File: config.mk
export PLATFORM = sky130hd
export DESIGN_NAME = rldu_ram
export DESIGN_NICKNAME = d
export VERILOG_FILES = /design/src/rtl/core/rldu_ram.sv
export SDC_FILE = /design/constraint.sdc
export NUM_CORES = 1
export LEC_CHECK = 0
export BUFFER_PORTS_ARGS = -buffer_cell sky130_fd_sc_hd__buf_2
export CORE_MARGIN = 4
export CORE_UTILIZATION = 25
export CTS_BUF_LIST = sky130_fd_sc_hd__clkbuf_4 sky130_fd_sc_hd__clkbuf_8
export DETAILED_ROUTE_END_ITERATION = 16
export GPL_TIMING_DRIVEN = 0
export PLACE_DENSITY_LB_ADDON = 0.1
export SLEW_MARGIN = 15
export SYNTH_ARGS = -nofsm -noshare
export SYNTH_HDL_FRONTEND = slang
export SYNTH_SLANG_ARGS = --single-unit
File: constraint.sdc
create_clock -name clk -period 2 [get_ports clk]
set_input_delay 0.5 -clock clk [delete_from_list [all_inputs] [get_ports clk]]
set_output_delay 0.5 -clock clk [all_outputs]
set_load 0.005 [all_outputs]
File: src/rtl/core/rldu_ram.sv
// rldu_ram: simple dual port synchronous ram, one write and one registered read
// per cycle; no dependencies
module rldu_ram #(
  parameter int WIDTH = 8,
  parameter int DEPTH = 16
) (
  input  logic                     clk,
  input  logic                     we,
  input  logic [$clog2(DEPTH)-1:0] waddr,
  input  logic [WIDTH-1:0]         wdata,
  input  logic [$clog2(DEPTH)-1:0] raddr,
  output logic [WIDTH-1:0]         rdata
);

  logic [WIDTH-1:0] mem [DEPTH];

  always_ff @(posedge clk) begin
    if (we) begin
      mem[waddr] <= wdata;
    end
  end

  always_ff @(posedge clk) begin
    rdata <= mem[raddr];
  end

endmodule

==> results.md <==
* Run status: finished clean
* Worst Skew at 0.00826 ns
* Max Fclk at 556 MHz
* Highest fanout seen on the critical path at 8
* Routed wl met2 at 5380 um
* Yosys top cell by area: edfxtp_1
* Mean routed wirelength per cell at 21.3 um
* Clock transition at path regs at 0.07 ns
* CTS H-Tree Depth at 4
* Data required, critical path at 2.05 ns
* Final ANT Viol Nets at 0
* RSZ-0062 raised after global routing: false
* Sinks on the clock net at 136
* Largest family of logic cells by synthesized area: multiplexers
* Drt initial violations at 182
* Number of top-level design ports at 26
* Transition at the pin with the smallest max-transition slack at 0.927 ns
* Critical Path Source Type: input port
* Number of unique standard cell types used by synthesis at 19
* Area of placed instances at 5650 sq um
* Start-to-end type of the worst setup path: in2reg
* Fraction of final layout cells sized beyond drive strength 1 at 31.6%
* Antenna cells at 0
* Final GP Congestion at 0.731
* Sort of element at the end of the critical path: register
* Setup violators final at 0
* Clock Latency Late Sink at 0.43 ns
* Register area share after synthesis at 77.8%
* Pin count of the biggest net entering global routing at 17
* CTS Hold Buffers Added at 0
* List of cells traversed by the critical path: buf_2 > or3b_2 > nor2_1
* FF+latch count, synth at 136
* Worst r2r path cells at 3
* Hold violation count in the final report at 0
* Relative slew slack at 37.9%
* Post-route cell area at 6120 sq um
* Simple logic cell fraction of the synthesized area at 3.18%
* Die span in x at 151 um
* Slowest Stage Delay on Critical Path at 0.70 ns
* Met1 layer wirelength in the final routing at 5880 um
* Maximum root-to-sink buffer count at 2
* Starting Density at 25.4%
* Setup total negative slack at 0 ns
* Most common cell after layout, fill and taps aside: edfxtp_1
* Global-route wire length before repair at 17200 um
* Die Height at 151 um
* Hold Crit Class: in2reg
* Maximum resistive drop on vdd at 0.000493 V
* Multiplexer share of the synthesized area at 15.0%
* Crit path max-delay cell type: nor2_1
* Grt ovf at 0
* Tmin final at 1.80 ns
* Resize count post-CTS at 0
* Category of cells accounting for the largest share of critical-path delay: simple AND/OR/NAND/NOR gates
* Total power density per cell area at 1010 nW/um^2
* Crit path buffers/inverters at 1
* Routed wl met3 at 507 um
* Max-slew violations at 0
* Final Routed Wirelength at 11900 um
* Post-layout nets at 293
* Total global-route track usage at 11.1%
* Number of buffers added by the clock tree synthesis step at 17
* Max cap viols at 0
* Number of antenna violations at the first check in global routing at 0
* CP Data Arrival Time at 1.85 ns
* Post-CTS Setup Inserts at 0
* Die outline area at 22900 sq um
* Area of the placeable core at 20200 sq um
* Area delta synth->final at 18.9%
* CTS Root Cell: clkbuf_8
* Clock tree from TritonCTS: yes
* Tcrit/Tclk final at 90.0%
* Number of buffers added on ports at 24
* DP HPWL at 7710 um
* Average via count per standard cell at 4.23
* Critical path depth at 3
* Area share of the largest cell type after synthesis at 74.7%
* Via count of the first global-routing pass at 2496
* Xor/xnor cell area share of the yosys netlist at 0%
* Avg Synthesized Cell Area at 22.5 sq um
* Cell count after synthesis at 229
* Area share of fa/ha/maj cells after synthesis at 0%
* Fraction of the mapped netlist area in compound gates at 2.33%
* Hold Path Cell Cnt at 1
* Cell Rows at 52
* Drt first pass iters at 4
* Synthesized net count at 247
* Most used cells in the layout excluding fill and tap cells: 128 x edfxtp_1, 27 x buf_2, 18 x mux4_2
* Total vias in the final route at 2359
* Netlist area before placement at 5150 sq um
* Top Metal Used: met4
* Synthesis Warnings at 0
* # DRC at 0
* Biggest area contributors in the synthesized netlist: edfxtp_1 75%, mux4_2 7.9%, mux4_1 7.1%, dfxtp_1 3.1%, a22oi_1 2.3%
* Leakage at 1.99 nW
[through the flow]
stage / setup slack (ns) / util [%] / instances / power [mW] / hold slack [ns]
after floorplan: 0.00713 / - / 229 / 3.42 / 0.599
after global placement: -0.700 / 27.7 / 523 / 3.59 / 0.678
after detailed placement: -0.297 / 27.9 / 526 / 3.60 / 0.675
after CTS: 0.184 / 30.2 / 558 / 6.26 / 0.437
after global routing: 0.138 / 30.2 / 558 / 6.43 / 0.438
final: 0.200 / 30.2 / 558 / 6.17 / 0.468
[cells by family (layout without fill, tap and decap cells)]
logic type | after synthesis | after routing
AOI/OAI and AO/OA | 16 | 16
and+or+nand+nor | 35 | 35
muxes | 32 | 32
buffers and inverters | 10 | 69
DFF | 136 | 136
[metal layers]
| metal | vias to the layer above | global-route usage (%) |
|---|---|---|
| met2 | 46 | 16.3 |
| met5 | - | 0 |
| met1 | 1246 | 15.8 |
| met4 | 0 | 3.37 |
| li1 | 1062 | - |
| met3 | 5 | 3.42 |
[cells in the mapped netlist]
master / n
edfxtp_1: 128
mux4_2: 18
a22oi_1: 16
mux4_1: 14
nor2_1: 13
nand2_1: 9
dfxtp_1: 8
nor3_1: 4
buf_2: 3
buf_6: 3
clkdlybuf4s25_2: 3
nand2b_1: 2
nand3b_1: 2
and2_1: 1
and2b_1: 1
buf_4: 1
nand3_1: 1
nor2b_1: 1
or3b_2: 1
[sequential cells by signal (all words and copies together), names as in the netlist]
| name | count |
|---|---|
| mem | 128 |
| rdata | 8 |
[power breakdown]
part           switching (mW)  internal [mW]
Clock                    1.04           1.61
Combinational           0.195          0.128
Sequential             0.0139           3.18
Total                    1.25           4.92
[layout make-up]
| class | count | area, sq um |
|---|---|---|
| plain buffers | 10 | 86.3 |
| clock buffers | 18 | 241 |
| clock inverters | 14 | 229 |
| fillers | 1988 | 14100 |
| multi-input cells | 83 | 1080 |
| flip-flops and latches | 136 | 4000 |
| well taps | 270 | 338 |
| repair buffers | 27 | 143 |
[final timing paths]
check | start | endpoint | slack, ns
min | wdata[6] | mem[4][6]$_DFFE_PP_ | 0.47
min reg2reg | mem[14][2]$_DFFE_PP_ | rdata[2]$_DFF_P_ | 0.68
max | waddr[2] | mem[1][7]$_DFFE_PP_ | 0.20
max reg2reg | mem[0][1]$_DFFE_PP_ | rdata[1]$_DFF_P_ | 0.48
Power figures use the tool's default switching activity.
